<file path="src/design/cpwm_pkg.sv">
// ----------------------------------------------------------------------------
// cpwm_pkg
// Shared types and constants of the current power window min/max block.
// ----------------------------------------------------------------------------
package cpwm_pkg;

   // field widths
   localparam int SampleWidth  = 12;
   localparam int PowerWidth   = 12;
   localparam int WordWidth    = 16;
   localparam int CountWidth   = 16;
   localparam int ProductWidth = 32;
   localparam int GainShift    = 20;
   localparam int AddrWidth    = 4;
   localparam int DataWidth    = 32;

   typedef logic [SampleWidth-1:0]  sample_type;
   typedef logic [PowerWidth-1:0]   power_type;
   typedef logic [WordWidth-1:0]    word_type;
   typedef logic [CountWidth-1:0]   count_type;
   typedef logic [ProductWidth-1:0] product_type;

   // configuration register file contents
   typedef struct packed {
      word_type  zero_offset;
      word_type  watts_gain;
      power_type over_threshold;
      count_type window_length;
   } cfg_type;

   // register index, taken from paddr[3:2]
   typedef enum logic [1:0] {
      REG_ZERO_OFFSET    = 2'd0,
      REG_WATTS_GAIN     = 2'd1,
      REG_OVER_THRESHOLD = 2'd2,
      REG_WINDOW_LENGTH  = 2'd3
   } reg_index_type;

   // reset values
   localparam word_type  RstZeroOffset    = 16'd32689;
   localparam word_type  RstWattsGain     = 16'd52798;
   localparam power_type RstOverThreshold = 12'd100;
   localparam count_type RstWindowLength  = 16'd1000;

   localparam count_type CountMax = '1;

endpackage

</file>
<file path="src/design/cpwm_if.sv">
// ----------------------------------------------------------------------------
// cpwm_req_if / cpwm_rsp_if
// Valid/ready channels carrying samples in and power results out.
// ----------------------------------------------------------------------------
interface cpwm_req_if;
   import cpwm_pkg::*;

   logic       valid;
   logic       ready;
   sample_type adc_sample;

   modport source (output valid, output adc_sample, input ready);
   modport sink   (input valid, input adc_sample, output ready);
endinterface

interface cpwm_rsp_if;
   import cpwm_pkg::*;

   logic      valid;
   logic      ready;
   power_type power_watts;
   logic      window_done;
   power_type window_min;
   power_type window_max;
   count_type over_count;

   modport source (output valid, output power_watts, output window_done,
                   output window_min, output window_max, output over_count,
                   input ready);
   modport sink   (input valid, input power_watts, input window_done,
                   input window_min, input window_max, input over_count,
                   output ready);
endinterface

</file>
<file path="src/design/cpwm_csr.sv">
// ----------------------------------------------------------------------------
// cpwm_csr
// APB-style configuration registers: offset, gain, threshold, window length.
// ----------------------------------------------------------------------------
module cpwm_csr (
   input  logic                          clock,
   input  logic                          reset,
   input  logic                          psel,
   input  logic                          penable,
   input  logic                          pwrite,
   input  logic [cpwm_pkg::AddrWidth-1:0] paddr,
   input  logic [cpwm_pkg::DataWidth-1:0] pwdata,
   output logic [cpwm_pkg::DataWidth-1:0] prdata,
   output logic                          pready,
   output cpwm_pkg::cfg_type             cfg
);
   import cpwm_pkg::*;

   cfg_type       cfg_ff;
   reg_index_type reg_index;
   logic          write_en;

   assign reg_index = reg_index_type'(paddr[AddrWidth-1:2]);
   assign write_en  = psel && penable && pwrite;
   assign pready    = 1'b1;
   assign cfg       = cfg_ff;

   // write the selected register in the access cycle
   always_ff @(posedge clock) begin
      if (reset) begin
         cfg_ff.zero_offset    <= RstZeroOffset;
         cfg_ff.watts_gain     <= RstWattsGain;
         cfg_ff.over_threshold <= RstOverThreshold;
         cfg_ff.window_length  <= RstWindowLength;
      end else if (write_en) begin
         case (reg_index)
            REG_ZERO_OFFSET:    cfg_ff.zero_offset    <= pwdata[WordWidth-1:0];
            REG_WATTS_GAIN:     cfg_ff.watts_gain     <= pwdata[WordWidth-1:0];
            REG_OVER_THRESHOLD: cfg_ff.over_threshold <= pwdata[PowerWidth-1:0];
            REG_WINDOW_LENGTH:  cfg_ff.window_length  <= pwdata[CountWidth-1:0];
            default: ;
         endcase
      end
   end

   // read back, zero extended
   always_comb begin
      case (reg_index)
         REG_ZERO_OFFSET:    prdata = DataWidth'(cfg_ff.zero_offset);
         REG_WATTS_GAIN:     prdata = DataWidth'(cfg_ff.watts_gain);
         REG_OVER_THRESHOLD: prdata = DataWidth'(cfg_ff.over_threshold);
         REG_WINDOW_LENGTH:  prdata = DataWidth'(cfg_ff.window_length);
         default:            prdata = '0;
      endcase
   end

endmodule

</file>
<file path="src/design/cpwm_power.sv">
// ----------------------------------------------------------------------------
// cpwm_power
// First stage: offset removal and gain multiply into the product register.
// ----------------------------------------------------------------------------
module cpwm_power (
   input  logic                   clock,
   input  logic                   reset,
   cpwm_req_if.sink               req,
   input  cpwm_pkg::cfg_type      cfg,
   output logic                   prod_valid,
   input  logic                   prod_ready,
   output cpwm_pkg::product_type  product
);
   import cpwm_pkg::*;

   logic        valid_ff;
   logic        valid_in;
   product_type product_ff;
   product_type product_in;
   word_type    scaled;
   word_type    diff;
   logic        take;

   assign req.ready  = !valid_ff || prod_ready;
   assign take       = req.valid && req.ready;
   assign prod_valid = valid_ff;
   assign product    = product_ff;

   // magnitude of the offset-corrected sample, times the gain
   always_comb begin
      scaled = {req.adc_sample, 4'b0000};
      if (scaled >= cfg.zero_offset) begin
         diff = scaled - cfg.zero_offset;
      end else begin
         diff = cfg.zero_offset - scaled;
      end
      product_in = ProductWidth'(diff) * ProductWidth'(cfg.watts_gain);
   end

   // hold the stage while the next one stalls
   assign valid_in = take || (valid_ff && !prod_ready);

   always_ff @(posedge clock) begin
      if (reset) begin
         valid_ff <= 1'b0;
      end else begin
         valid_ff <= valid_in;
      end
   end

   always_ff @(posedge clock) begin
      if (take) begin
         product_ff <= product_in;
      end
   end

endmodule

</file>
<file path="src/design/cpwm_window.sv">
// ----------------------------------------------------------------------------
// cpwm_window
// Second stage: window min/max tracking, over-threshold count, result register.
// ----------------------------------------------------------------------------
module cpwm_window (
   input  logic                  clock,
   input  logic                  reset,
   input  logic                  prod_valid,
   output logic                  prod_ready,
   input  cpwm_pkg::product_type product,
   input  cpwm_pkg::cfg_type     cfg,
   cpwm_rsp_if.source            rsp
);
   import cpwm_pkg::*;

   logic      rsp_valid_ff;
   logic      rsp_valid_in;
   logic      done_ff;
   logic      done_in;
   power_type prev_power_ff;
   count_type fill_count_ff;
   count_type fill_count_in;
   power_type run_min_ff;
   power_type run_min_in;
   power_type run_max_ff;
   power_type run_max_in;
   power_type pub_min_ff;
   power_type pub_min_in;
   power_type pub_max_ff;
   power_type pub_max_in;
   count_type over_count_ff;
   count_type over_count_in;
   count_type count_base;
   logic      over;
   logic      take;

   // state registers double as the result payload: they only move on a take,
   // and a take only happens once the previous result has left or is leaving
   assign prod_ready      = !rsp_valid_ff || rsp.ready;
   assign take            = prod_valid && prod_ready;
   assign rsp.valid       = rsp_valid_ff;
   assign rsp.power_watts = prev_power_ff;
   assign rsp.window_done = done_ff;
   assign rsp.window_min  = pub_min_ff;
   assign rsp.window_max  = pub_max_ff;
   assign rsp.over_count  = over_count_ff;

   // store the previous power into the window, or close the window
   always_comb begin
      run_min_in    = run_min_ff;
      run_max_in    = run_max_ff;
      pub_min_in    = pub_min_ff;
      pub_max_in    = pub_max_ff;
      fill_count_in = fill_count_ff;
      done_in       = 1'b0;
      if (fill_count_ff < cfg.window_length) begin
         if (fill_count_ff == '0) begin
            run_min_in = prev_power_ff;
            run_max_in = prev_power_ff;
         end else begin
            if (prev_power_ff < run_min_ff) run_min_in = prev_power_ff;
            if (prev_power_ff > run_max_ff) run_max_in = prev_power_ff;
         end
         fill_count_in = fill_count_ff + 1'b1;
      end else begin
         pub_min_in    = run_min_ff;
         pub_max_in    = run_max_ff;
         fill_count_in = '0;
         done_in       = 1'b1;
      end
   end

   // count samples over threshold, saturating
   always_comb begin
      over          = product > {cfg.over_threshold, {GainShift{1'b0}}};
      count_base    = done_in ? '0 : over_count_ff;
      over_count_in = count_base;
      if (over && (count_base != CountMax)) begin
         over_count_in = count_base + 1'b1;
      end
   end

   assign rsp_valid_in = take || (rsp_valid_ff && !rsp.ready);

   // control and reset-defined state
   always_ff @(posedge clock) begin
      if (reset) begin
         rsp_valid_ff  <= 1'b0;
         prev_power_ff <= '0;
         fill_count_ff <= '0;
         pub_min_ff    <= '0;
         pub_max_ff    <= '0;
         over_count_ff <= '0;
      end else begin
         rsp_valid_ff <= rsp_valid_in;
         if (take) begin
            prev_power_ff <= product[ProductWidth-1:GainShift];
            fill_count_ff <= fill_count_in;
            pub_min_ff    <= pub_min_in;
            pub_max_ff    <= pub_max_in;
            over_count_ff <= over_count_in;
         end
      end
   end

   // running extremes and the done flag
   always_ff @(posedge clock) begin
      if (take) begin
         run_min_ff <= run_min_in;
         run_max_ff <= run_max_in;
         done_ff    <= done_in;
      end
   end

endmodule

</file>
<file path="src/design/current_power_window_minmax.sv">
// ----------------------------------------------------------------------------
// current_power_window_minmax
// Current-sensor power conversion with windowed min/max and over counting.
// ----------------------------------------------------------------------------
// Accepts one sample transaction every clock cycle while the result channel
// does not stall. Each sample passes the gain multiply register and then the
// window/result register before its result goes valid. Backpressure on the
// result channel stalls both stages without losing transactions. Write the
// configuration registers only while no transaction is in flight.
module current_power_window_minmax (
   input  logic                          clock,
   input  logic                          reset,
   cpwm_req_if.sink                      req_chan,
   cpwm_rsp_if.source                    rsp_chan,
   input  logic                          csr_psel,
   input  logic                          csr_penable,
   input  logic                          csr_pwrite,
   input  logic [cpwm_pkg::AddrWidth-1:0] csr_paddr,
   input  logic [cpwm_pkg::DataWidth-1:0] csr_pwdata,
   output logic [cpwm_pkg::DataWidth-1:0] csr_prdata,
   output logic                          csr_pready
);
   import cpwm_pkg::*;

   cfg_type     cfg;
   logic        prod_valid;
   logic        prod_ready;
   product_type product;

   // configuration registers
   cpwm_csr u_csr (
      .clock   (clock),
      .reset   (reset),
      .psel    (csr_psel),
      .penable (csr_penable),
      .pwrite  (csr_pwrite),
      .paddr   (csr_paddr),
      .pwdata  (csr_pwdata),
      .prdata  (csr_prdata),
      .pready  (csr_pready),
      .cfg     (cfg)
   );

   // offset and gain multiply
   cpwm_power u_power (
      .clock      (clock),
      .reset      (reset),
      .req        (req_chan),
      .cfg        (cfg),
      .prod_valid (prod_valid),
      .prod_ready (prod_ready),
      .product    (product)
   );

   // window tracking and result register
   cpwm_window u_window (
      .clock      (clock),
      .reset      (reset),
      .prod_valid (prod_valid),
      .prod_ready (prod_ready),
      .product    (product),
      .cfg        (cfg),
      .rsp        (rsp_chan)
   );

endmodule

</file>
<file path="src/flat_wrapper.sv">
// flat-port wrapper written by rule: the top's interface ports become plain ports
module current_power_window_minmax_flat import cpwm_pkg::*;
  (clock, reset, csr_psel, csr_penable, csr_pwrite, csr_paddr, csr_pwdata, csr_prdata, csr_pready, req_chan_valid, req_chan_adc_sample, req_chan_ready, rsp_chan_valid, rsp_chan_power_watts, rsp_chan_window_done, rsp_chan_window_min, rsp_chan_window_max, rsp_chan_over_count, rsp_chan_ready);
  cpwm_req_if req_chan_i ();
  cpwm_rsp_if rsp_chan_i ();
  input  logic clock;
  input  logic reset;
  input  logic csr_psel;
  input  logic csr_penable;
  input  logic csr_pwrite;
  input  logic [cpwm_pkg::AddrWidth-1:0] csr_paddr;
  input  logic [cpwm_pkg::DataWidth-1:0] csr_pwdata;
  output logic [cpwm_pkg::DataWidth-1:0] csr_prdata;
  output logic csr_pready;
  input wire logic [$bits(req_chan_i.valid)-1:0] req_chan_valid;
  input wire logic [$bits(req_chan_i.adc_sample)-1:0] req_chan_adc_sample;
  output wire logic [$bits(req_chan_i.ready)-1:0] req_chan_ready;
  output wire logic [$bits(rsp_chan_i.valid)-1:0] rsp_chan_valid;
  output wire logic [$bits(rsp_chan_i.power_watts)-1:0] rsp_chan_power_watts;
  output wire logic [$bits(rsp_chan_i.window_done)-1:0] rsp_chan_window_done;
  output wire logic [$bits(rsp_chan_i.window_min)-1:0] rsp_chan_window_min;
  output wire logic [$bits(rsp_chan_i.window_max)-1:0] rsp_chan_window_max;
  output wire logic [$bits(rsp_chan_i.over_count)-1:0] rsp_chan_over_count;
  input wire logic [$bits(rsp_chan_i.ready)-1:0] rsp_chan_ready;
  assign req_chan_i.valid = req_chan_valid;
  assign req_chan_i.adc_sample = req_chan_adc_sample;
  assign req_chan_ready = req_chan_i.ready;
  assign rsp_chan_valid = rsp_chan_i.valid;
  assign rsp_chan_power_watts = rsp_chan_i.power_watts;
  assign rsp_chan_window_done = rsp_chan_i.window_done;
  assign rsp_chan_window_min = rsp_chan_i.window_min;
  assign rsp_chan_window_max = rsp_chan_i.window_max;
  assign rsp_chan_over_count = rsp_chan_i.over_count;
  assign rsp_chan_i.ready = rsp_chan_ready;
  current_power_window_minmax u_core (.clock(clock), .reset(reset), .req_chan(req_chan_i), .rsp_chan(rsp_chan_i), .csr_psel(csr_psel), .csr_penable(csr_penable), .csr_pwrite(csr_pwrite), .csr_paddr(csr_paddr), .csr_pwdata(csr_pwdata), .csr_prdata(csr_prdata), .csr_pready(csr_pready));
endmodule
</file>
<file path="config.mk">
export PLATFORM = sky130hd
export DESIGN_NAME = current_power_window_minmax_flat
export DESIGN_NICKNAME = d
export VERILOG_FILES = /design/src/design/cpwm_pkg.sv /design/src/design/cpwm_if.sv /design/src/design/cpwm_csr.sv /design/src/design/cpwm_power.sv /design/src/design/cpwm_window.sv /design/src/design/current_power_window_minmax.sv /design/src/flat_wrapper.sv
export SDC_FILE = /design/constraint.sdc
export NUM_CORES = 1
export LEC_CHECK = 0
export BUFFER_PORTS_ARGS = -buffer_cell sky130_fd_sc_hd__buf_2
export CORE_ASPECT_RATIO = 1.1
export CORE_MARGIN = 10
export CORE_UTILIZATION = 35
export CTS_BUF_LIST = sky130_fd_sc_hd__clkbuf_8 sky130_fd_sc_hd__clkbuf_16
export CTS_CLUSTER_SIZE = 14
export DETAILED_ROUTE_END_ITERATION = 16
export GPL_TIMING_DRIVEN = 0
export HOLD_SLACK_MARGIN = 0.03
export PLACE_DENSITY = 0.62
export SKIP_CTS_REPAIR_TIMING = 1
export SYNTH_ARGS = -nofsm -noshare
export SYNTH_HDL_FRONTEND = slang
export SYNTH_SLANG_ARGS = --single-unit
</file>
<file path="constraint.sdc">
create_clock -name clock -period 10.2 [get_ports clock]
set_input_delay 1.02 -clock clock [delete_from_list [all_inputs] [get_ports clock]]
set_output_delay 1.02 -clock clock [all_outputs]
set_load 0.1 [all_outputs]
</file>
==> key figures, run 1 <==
STA
  – Fmax: 101 MHz
  – Setup_tns: 0 ps
  – Slew HR: 14.0%
  – Final Skew: 14.0 ps
  – Final Setup Violations: 0
  – Post-route setup slack: 308 ps
  – Max Slew Vio Count: 0
  – Fin crit period: 9890 ps
  – Final period utilization: 97.0%
  – Hold Fails Final Rpt: 0
  – Worst-margin pin slew: 1280 ps

Setup path
  – Crit path capture type: flop
  – R2r setup slk: 510 ps
  – Slowest stage delay, CP: 700 ps
  – Slowest stage cell, crit path: o21ai_1
  – Worst path required time: 10390 ps
  – Crit path kind: in -> reg
  – Most used cell, CP: fa_1
  – Crit path arrival time: 10080 ps
  – Crit path launch type: primary input
  – Critical-path maximum fanout: 10

Clock tree
  – Clock Latency Late Sink: 450 ps
  – Clock sinks: 187
  – H-tree level count: 4
  – TritonCTS clock tree: done
  – Clk slew on worst S/H paths: 70 ps
  – Total CTS buffers: 17
  – Clk buf depth: 2
  – Root buf cell: clkbuf_16

Logic synthesis
  – Post-Synth Simple-Gate Area: 18.0%
  – EDFF count, synth: 57
  – Yosys Warn Count: 0
  – Post-Syn Instances: 2181
  – Post-synthesis compound-gate area fraction: 11.7%
  – Synth Area per Inst: 8.89 um^2
  – Adder-Cell Fraction of Synth Area: 31.7%
  – Synthesized area: 0.0194 mm^2
  – Count of cell types in the netlist: 83
  – Main combinational cell family by area after synthesis: adder cells
  – Seq cells post-synth: 187
  – Seq/Total Area, Yosys: 22.2%
  – Post-synthesis xor/xnor area fraction: 2.46%
  – Main synth FF type: dfxtp_1
  – FFs w/ async S/R, synth: 0%
  – Mux contribution to synthesized area: 4.56%

Die
  – Die W: 244 um
  – IO Pins: 143
  – Die area: 0.0652 mm^2
  – Die Y: 267 um
  – Initial Util: 35.4%
  – Std-Cell Core Area: 0.0548 mm^2
  – Row cnt: 90

Outcome
  – Status: completed

Finish
  – N_diodes: 0
  – Multi-input gate area: 0.0134 mm^2
  – Register area: 0.00431 mm^2
  – Fillcell total: 5534
  – Final net count: 2749
  – Area grow syn2layout: 11.2%
  – Layout cell share with drive strength beyond 1: 9.82%

Drt
  – Drt total wl: 61900 um
  – Vias per cell: 5.28
  – Pre-antenna DRT Iters: 7
  – Remaining DRCs: 0
  – Post-route ant nets: 0
  – Initial DRC count: 1249
  – Wire length per cell: 20.2 um
  – Vias: 16200

Flow run
  – Max-cap viol count: 0

Global route
  – Grt total ovfl: 0
  – Initial antenna violation count: 1
  – Largest net degree at the start of global routing: 33
  – Total global-route track usage: 18.7%
  – Vias in the first global route: 16700
  – First-pass GRT wire length: 95400 um

Placement
  – Post-detail-place hpwl: 50400 um
  – Port bufs: 104
  – Pre-CTS setup slack: -342 ps
  – Routability congestion estimate: 0.923

Min path
  – Hold Crit Class: reg -> reg
==> cells in the final DEF, fill, tap and decap left out, types with 8 or more instances in the layout <==
cell type	count
nand2_1	319
inv_1	306
fa_1	195
ha_1	180
dfxtp_1	130
buf_2	117
a21oi_1	100
and2_1	97
clkbuf_1	84
nor2_1	84
nand3_1	69
edfxtp_1	57
o21ai_0	54
mux2i_1	44
a21o_1	36
o21a_1	29
nor3b_1	28
xnor2_1	26
nand2b_1	25
o211ai_1	25
buf_4	22
nor3_1	20
clkbuf_16	18
xor2_1	17
nand4_1	17
conb_1	17
and3_1	15
a211oi_1	15
mux4_2	12
nor4_1	11
o311ai_0	10
nor2b_1	8
==> layout make-up <==
class	count	share of cell area, %
buffer	133	3.02
clock buffer	18	2.09
clock inverter	14	0.644
inverter	305	5.31
multi-input combinational	1571	62.2
sequential	187	20.0
tap	736	4.27
timing repair buffer	104	2.41
==> flip-flops by register name, indices dropped and copies added (netlist names) <==
register,flops
u_core.u_window.rsp.valid,1
u_core.u_csr.cfg,60
u_core.u_window.rsp.window_done,1
u_core.u_window.fill_count_ff,16
u_core.u_window.rsp.power_watts,12
u_core.u_window.run_min_ff,12
u_core.u_power.product,32
u_core.u_window.rsp.window_min,12
u_core.u_window.rsp.window_max,12
u_core.u_window.run_max_ff,12
u_core.u_window.rsp.over_count,16
u_core.u_power.prod_valid,1
==> cells in the mapped netlist, drive strengths merged, types with 7 or more instances <==
master / instances / area (um^2)
nand2: 319 / 1200
nor3: 22 / 120
xor2: 21 / 199
nor4: 11 / 68.8
o211ai: 25 / 188
ha: 180 / 2250
a21o: 36 / 270
o311ai: 13 / 114
xnor2: 30 / 278
a21oi: 102 / 518
o21ai: 56 / 280
inv: 304 / 1140
or3: 7 / 43.8
nor3b: 29 / 223
a2111o: 7 / 78.8
nand4: 17 / 106
and3: 16 / 105
nor2b: 8 / 50.1
and2: 99 / 622
clkbuf: 84 / 315
a211oi: 16 / 125
edfxtp: 57 / 1710
buf: 49 / 335
mux2i: 46 / 468
nor2: 85 / 322
nand3b: 7 / 52.6
mux2: 13 / 146
nand3: 69 / 345
nand2b: 25 / 156
mux4: 12 / 270
o21a: 29 / 218
o2111ai: 7 / 61.3
fa: 195 / 3900
dfxtp: 130 / 2600
==> worst max-delay path: cells and delay by family <==
family          cells  cell delay (ps)
compound gates     11             3300
xor+xnor            1               80
buf+inv             5              850
fa+ha+maj           9             4250
simple gates        3              540
==> per-layer routing <==
layer / global-route usage [%] / vias up / share of wire, %
met2: 33.0 / 643 / 50
met4: 9.17 / 2 / 5.0
met1: 21.6 / 7954 / 39
li1: - / 7443 / -
met3: 3.08 / 146 / 6.1
met5: 0 / - / 0.021
==> final timing paths <==
kind	start	to	depth (start not counted)
worst max-delay path	req_chan_adc_sample[0]	u_core.u_power.product[31]$_DFFE_PP_	29
worst min-delay path	u_core.u_window.rsp.window_max[7]$_SDFFE_PP0P_	u_core.u_window.rsp.window_max[7]$_SDFFE_PP0P_	2
worst max register to register	u_core.u_csr.cfg[44]$_SDFFE_PP1P_	u_core.u_power.product[31]$_DFFE_PP_	29
worst min register to register	u_core.u_window.rsp.window_max[7]$_SDFFE_PP0P_	u_core.u_window.rsp.window_max[7]$_SDFFE_PP0P_	2
==> cell families (layout without fill, tap and decap cells) <==
family                   Yosys count  in the layout
buffers and inverters            438            574
XOR/XNOR                          51             51
AND/OR/NAND/NOR                  724            724
other                              2             17
flip-flops                       187            187
AO/OA/AOI/OAI                    333            333
adder cells (fa/ha/maj)          375            375
multiplexers                      71             71
==> stage by stage <==
step	instances	hold slack, ps	cell area [um^2]	util, %
floorplan	2196	446	19500	-
global placement	3036	444	20900	38.1
detailed placement	3036	444	20900	38.1
CTS	3068	453	21500	39.2
global route	3068	477	21600	39.3
finish	3068	455	21600	39.3
Power of run 1 is not shown: default switching activity piles up to over one toggle a cycle in this logic, so the estimate is an artifact.
==> run 2: changes to the inputs <==
==> constraint.sdc (replaced) <==
create_clock -name clock -period 10.2 [get_ports clock]
set_input_delay 0.51 -clock clock [delete_from_list [all_inputs] [get_ports clock]]
set_output_delay 0.51 -clock clock [all_outputs]
set_load 0.1 [all_outputs]
==> run 2 against run 1 <==
Compared with the run above: design area decreased by 0.28%; sequential share of layout area is 0.056 points higher; worst setup slack gained 74 ps; count of clock-buffer cells in the layout unchanged; final cell count about the same; utilization decreased by 0.11 points; first-iteration DRC count is 3.3% lower.
==> key figures, run 2 (synthesis results as in run 1) <==
Global route
  – Met2 Use GR: 33.0%
  – Met1 track demand over resource: 21.6%
  – Initial antenna violation count: 2
  – Global Route met3 Usage: 3.08%
  – Most used routing layer: met2
  – Largest net degree at the start of global routing: 33
  – First-pass GRT wire length: 95400 um
  – Grt total ovfl: 0
  – Total global-route track usage: 18.7%
  – Vias in the first global route: 16700

Drt
  – Post-route ant nets: 0
  – Vias: 16100
  – Drt total wl: 61800 um
  – Pre-antenna DRT Iters: 8
  – Wire length per cell: 20.1 um
  – Vias per cell: 5.25
  – Remaining DRCs: 0
  – Initial DRC count: 1208

Clock tree
  – H-tree level count: 4
  – Clk buf depth: 2
  – TritonCTS clock tree: done
  – Clock Latency Late Sink: 450 ps
  – Clock sinks: 187
  – Total CTS buffers: 17
  – Clk slew on worst S/H paths: 70 ps
  – Root buf cell: clkbuf_16

Finish
  – Commonest non-fill, non-tap cell in the layout: nand2_1
  – Register area: 0.00431 mm^2
  – Area grow syn2layout: 10.9%
  – Max reg flops: 60
  – Multi-input gate area: 0.0134 mm^2
  – Layout cell share with drive strength beyond 1: 9.73%
  – Final net count: 2749
  – Fillcell total: 5536
  – Most frequent cells in the layout: 319 x nand2_1, 306 x inv_1, 195 x fa_1, 180 x ha_1, 130 x dfxtp_1

Setup path
  – Worst path required time: 10390 ps
  – RR Startpoint: u_core.u_csr.cfg[44]$_SDFFE_PP1P_
  – Slowest stage delay, CP: 790 ps
  – Critical-path maximum fanout: 10
  – Crit path kind: reg -> reg
  – Crit path arrival time: 10010 ps
  – Crit path capture type: flop
  – Worst Reg-to-Reg Cells: 31
  – Crit path from: u_core.u_csr.cfg[44]$_SDFFE_PP1P_
  – R2r setup slk: 380 ps
  – FF-to-FF End: u_core.u_power.product[31]$_DFFE_PP_
  – Crit path launch type: flop
  – Most used cell, CP: fa_1
  – Worst Setup EP: u_core.u_power.product[31]$_DFFE_PP_
  – Slowest stage cell, crit path: xnor2_1

Placement
  – Post-detail-place hpwl: 50400 um
  – Routability congestion estimate: 0.923
  – Pre-CTS setup slack: 168 ps
  – Port bufs: 104

STA
  – Worst-margin pin slew: 1310 ps
  – Fmax: 102 MHz
  – Hold Slack: 302 ps
  – Hold Fails Final Rpt: 0
  – RSZ-0062 raised after global routing: false
  – Setup_tns: 0 ps
  – Slew HR: 11.7%
  – Fin crit period: 9820 ps
  – Max Slew Vio Count: 0
  – Final Skew: 15.5 ps
  – Final period utilization: 96.3%
  – Post-route setup slack: 382 ps
  – Final Setup Violations: 0

Die
  – Row cnt: 90
  – IO Pins: 143
  – Std-Cell Core Area: 0.0548 mm^2
  – Initial Util: 35.4%
  – Die W: 244 um
  – Die Y: 267 um
  – Die area: 0.0652 mm^2

Min path
  – Hold Crit Class: in -> reg

Outcome
  – Status: completed

Flow run
  – Max-cap viol count: 0
run 2: critical path, delay by kind of cell, from the launching register on:
kind / cells / cell delay (ps)
adder cells (fa/ha/maj): 8 / 3820
AND/OR/NAND/NOR: 5 / 770
XOR/XNOR: 2 / 870
multiplexers: 1 / 130
flip-flops: 1 / 330
buffers and inverters: 7 / 1360
AO/OA/AOI/OAI: 8 / 2250
run 2: worst min path at each step:
stage	endpoint	from	depth (start not counted)	slack (ps)
final	u_core.u_power.prod_valid$_SDFF_PP0_	req_chan_valid	3	300
after global routing	u_core.u_power.prod_valid$_SDFF_PP0_	req_chan_valid	3	310
after CTS	u_core.u_power.prod_valid$_SDFF_PP0_	req_chan_valid	3	290
after detailed placement	u_core.u_window.rsp.window_max[7]$_SDFFE_PP0P_	u_core.u_window.rsp.window_max[7]$_SDFFE_PP0P_	2	440
after global placement	u_core.u_window.rsp.window_min[3]$_SDFFE_PP0P_	u_core.u_window.rsp.window_min[3]$_SDFFE_PP0P_	2	440
after floorplan	u_core.u_csr.cfg[10]$_SDFFE_PP0P_	u_core.u_csr.cfg[10]$_SDFFE_PP0P_	2	450
run 2: layout make-up:
| type | count | area share [%] |
|---|---|---|
| Timing Repair Buffer | 104 | 2.42 |
| Clock buffer | 18 | 2.09 |
| Clock inverter | 14 | 0.646 |
| Multi-Input combinational cell | 1571 | 62.1 |
| Tap cell | 736 | 4.28 |
| Sequential cell | 187 | 20.1 |
| Antenna cell | 1 | 0.0116 |
| Inverter | 305 | 5.32 |
| Buffer | 133 | 3.03 |
run 2: layer usage:
| metal | share of wire [%] | vias to the layer above |
|---|---|---|
| li1 | - | 7449 |
| met1 | 39 | 7930 |
| met2 | 50 | 616 |
| met3 | 6.4 | 128 |
| met4 | 4.6 | 2 |
| met5 | 0.021 | - |
run 2: stage by stage:
stage	util, %	cells	instance area [um^2]
global route	39.2	3069	21500
global placement	38.1	3036	20900
finish	39.2	3069	21500
detailed placement	38.1	3036	20900
CTS	39.2	3068	21500
floorplan	-	2196	19500
Power of run 2 is left out for the same reason.
==> run 3: changes to the inputs <==
--- a/config.mk
+++ b/config.mk
@@ -5,16 +5,17 @@
 export SDC_FILE = /design/constraint.sdc
 export NUM_CORES = 1
 export LEC_CHECK = 0
+export ABC_AREA = 0
 export BUFFER_PORTS_ARGS = -buffer_cell sky130_fd_sc_hd__buf_2
 export CORE_ASPECT_RATIO = 1.1
 export CORE_MARGIN = 10
-export CORE_UTILIZATION = 35
+export CORE_UTILIZATION = 58
 export CTS_BUF_LIST = sky130_fd_sc_hd__clkbuf_8 sky130_fd_sc_hd__clkbuf_16
 export CTS_CLUSTER_SIZE = 14
 export DETAILED_ROUTE_END_ITERATION = 16
 export GPL_TIMING_DRIVEN = 0
 export HOLD_SLACK_MARGIN = 0.03
-export PLACE_DENSITY = 0.62
+export PLACE_DENSITY = 0.88
 export SKIP_CTS_REPAIR_TIMING = 1
 export SYNTH_ARGS = -nofsm -noshare
 export SYNTH_HDL_FRONTEND = slang
==> run 3 against run 2 <==
Compared with the run above: via count grew 4.6%; worst setup slack gained 65 ps; non-clock buffer count is the same; design area shrank 1.7%; final cell count shrank 9.9%; count of clock-buffer cells in the layout grew 2; routed wire length shrank 2.7%; global-route usage grew 10 points; sequential cell count is the same; sequential share of layout area grew 0.35 points; largest cell class unchanged.
==> key figures, run 3 (synthesis results as in run 1) <==
Finish
  – Layout cell share with drive strength beyond 1: 9.86%
  – Most frequent cells in the layout: 319 x nand2_1, 306 x inv_1, 195 x fa_1, 180 x ha_1, 130 x dfxtp_1
  – Area grow syn2layout: 8.94%
  – N_diodes: 0
  – Fillcell total: 2625
  – Commonest non-fill, non-tap cell in the layout: nand2_1
  – Max reg flops: 60
  – Final instance area: 0.0211 mm^2
  – Final net count: 2749

Outcome
  – Status: completed

Setup path
  – Most used cell, CP: fa_1
  – RR Startpoint: u_core.u_csr.cfg[48]$_SDFFE_PP1P_
  – Worst Reg-to-Reg Cells: 31
  – Crit path launch type: flop
  – Crit path kind: reg -> reg
  – R2r setup slk: 450 ps
  – Crit path capture type: flop
  – Slowest stage cell, crit path: a21oi_2
  – Crit path arrival time: 9940 ps
  – Worst path required time: 10390 ps
  – Critical-path maximum fanout: 10
  – FF-to-FF End: u_core.u_power.product[31]$_DFFE_PP_
  – Slowest stage delay, CP: 590 ps

Global route
  – First-pass GRT wire length: 94400 um
  – Total global-route track usage: 28.8%
  – Grt total ovfl: 0
  – Vias in the first global route: 17500
  – Initial antenna violation count: 2
  – Largest net degree at the start of global routing: 33

Die
  – Initial Util: 58.6%
  – Std-Cell Core Area: 0.0331 mm^2
  – Die Y: 212 um
  – IO Pins: 143
  – Row cnt: 70
  – Die W: 194 um
  – Die area: 0.0412 mm^2

Drt
  – Remaining DRCs: 0
  – Pre-antenna DRT Iters: 5
  – Wire length per cell: 21.8 um
  – Initial DRC count: 1716
  – Vias: 16900
  – Vias per cell: 6.10
  – Drt total wl: 60100 um
  – Post-route ant nets: 0

Clock tree
  – Root buf cell: clkbuf_16
  – H-tree level count: 4
  – Clock sinks: 187
  – Total CTS buffers: 17
  – Clk slew on worst S/H paths: 70 ps
  – Clock Latency Late Sink: 450 ps
  – Clk buf depth: 2
  – TritonCTS clock tree: done

STA
  – RSZ-0062 raised after global routing: false
  – Final period utilization: 95.6%
  – Final Skew: 14.5 ps
  – Fin crit period: 9750 ps
  – Setup_tns: 0 ps
  – Slew HR: 15.0%
  – Max Slew Vio Count: 0
  – Worst-margin pin slew: 1240 ps
  – Hold Fails Final Rpt: 0
  – Final Setup Violations: 0
  – Fmax: 103 MHz

Placement
  – Port bufs: 104
  – Post-detail-place hpwl: 47100 um
  – Area after DPL: 0.0205 mm^2
  – Routability congestion estimate: 0.982

Min path
  – Worst Hold End: u_core.u_power.prod_valid$_SDFF_PP0_
  – Hold path depth: 3
  – Hold path start: req_chan_valid
  – Hold Crit Class: in -> reg

Flow run
  – Max-cap viol count: 0
-- run 3: cell types whose count changed in the layout (fill, tap and decap cells not counted), moves of 2 or more --
cell and delta:
clkbuf_8 +2, clkinvlp_4 +3, inv_4 -4, inv_6 +2
-- run 3: final cells by class --
class | instances | area (um^2) | area share, %
sequential | 187 | 4310 | 20.4
buffer | 133 | 652 | 3.09
multi-input combinational | 1571 | 13400 | 63.3
clock buffer | 20 | 478 | 2.26
timing repair buffer | 104 | 520 | 2.46
inverter | 305 | 1140 | 5.42
tap | 432 | 541 | 2.56
clock inverter | 12 | 113 | 0.533
-- run 3: worst max-delay path by stage --
stage | startpoint | to | slack, ps | cells past startpoint
floorplan | req_chan_adc_sample[0] | u_core.u_power.product[31]$_DFFE_PP_ | 1930 | 30
global placement | req_chan_adc_sample[0] | u_core.u_power.product[31]$_DFFE_PP_ | 470 | 31
detailed placement | req_chan_adc_sample[0] | u_core.u_power.product[31]$_DFFE_PP_ | 310 | 31
CTS | u_core.u_csr.cfg[44]$_SDFFE_PP1P_ | u_core.u_power.product[31]$_DFFE_PP_ | 440 | 31
global route | u_core.u_csr.cfg[48]$_SDFFE_PP1P_ | u_core.u_power.product[31]$_DFFE_PP_ | 110 | 31
finish | u_core.u_csr.cfg[48]$_SDFFE_PP1P_ | u_core.u_power.product[31]$_DFFE_PP_ | 450 | 31
-- run 3: worst max-delay path: cells and delay by family, from the launching register on --
| kind | cells | cell delay [ps] |
|---|---|---|
| AOI/OAI and AO/OA | 11 | 3430 |
| xor gates and xnor gates | 1 | 90 |
| adders and majority gates | 9 | 4240 |
| buffers and inverters | 6 | 840 |
| DFF | 1 | 360 |
| and+or+nand+nor | 4 | 530 |
-- run 3: metal layers --
layer	vias to the layer above	global-route usage, %	part of all wire, %
li1	7463	-	-
met1	8169	32.3	35
met2	972	49.3	49
met3	257	6.39	9.3
met4	0	17.9	6.4
met5	-	0	0
-- run 3: per-stage QoR --
step / hold slack, ps / instances / setup WS, ps / util (%)
2_1_floorplan: 446 / 2196 / 1930 / -
3_3_place_gp: 441 / 2732 / 475 / 62.0
3_5_place_dp: 452 / 2732 / 308 / 62.0
4_1_cts: 280 / 2764 / 441 / 63.7
5_1_grt: 342 / 2764 / 114 / 63.8
6_report: 291 / 2764 / 446 / 63.8
Power of run 3 is left out for the same reason.
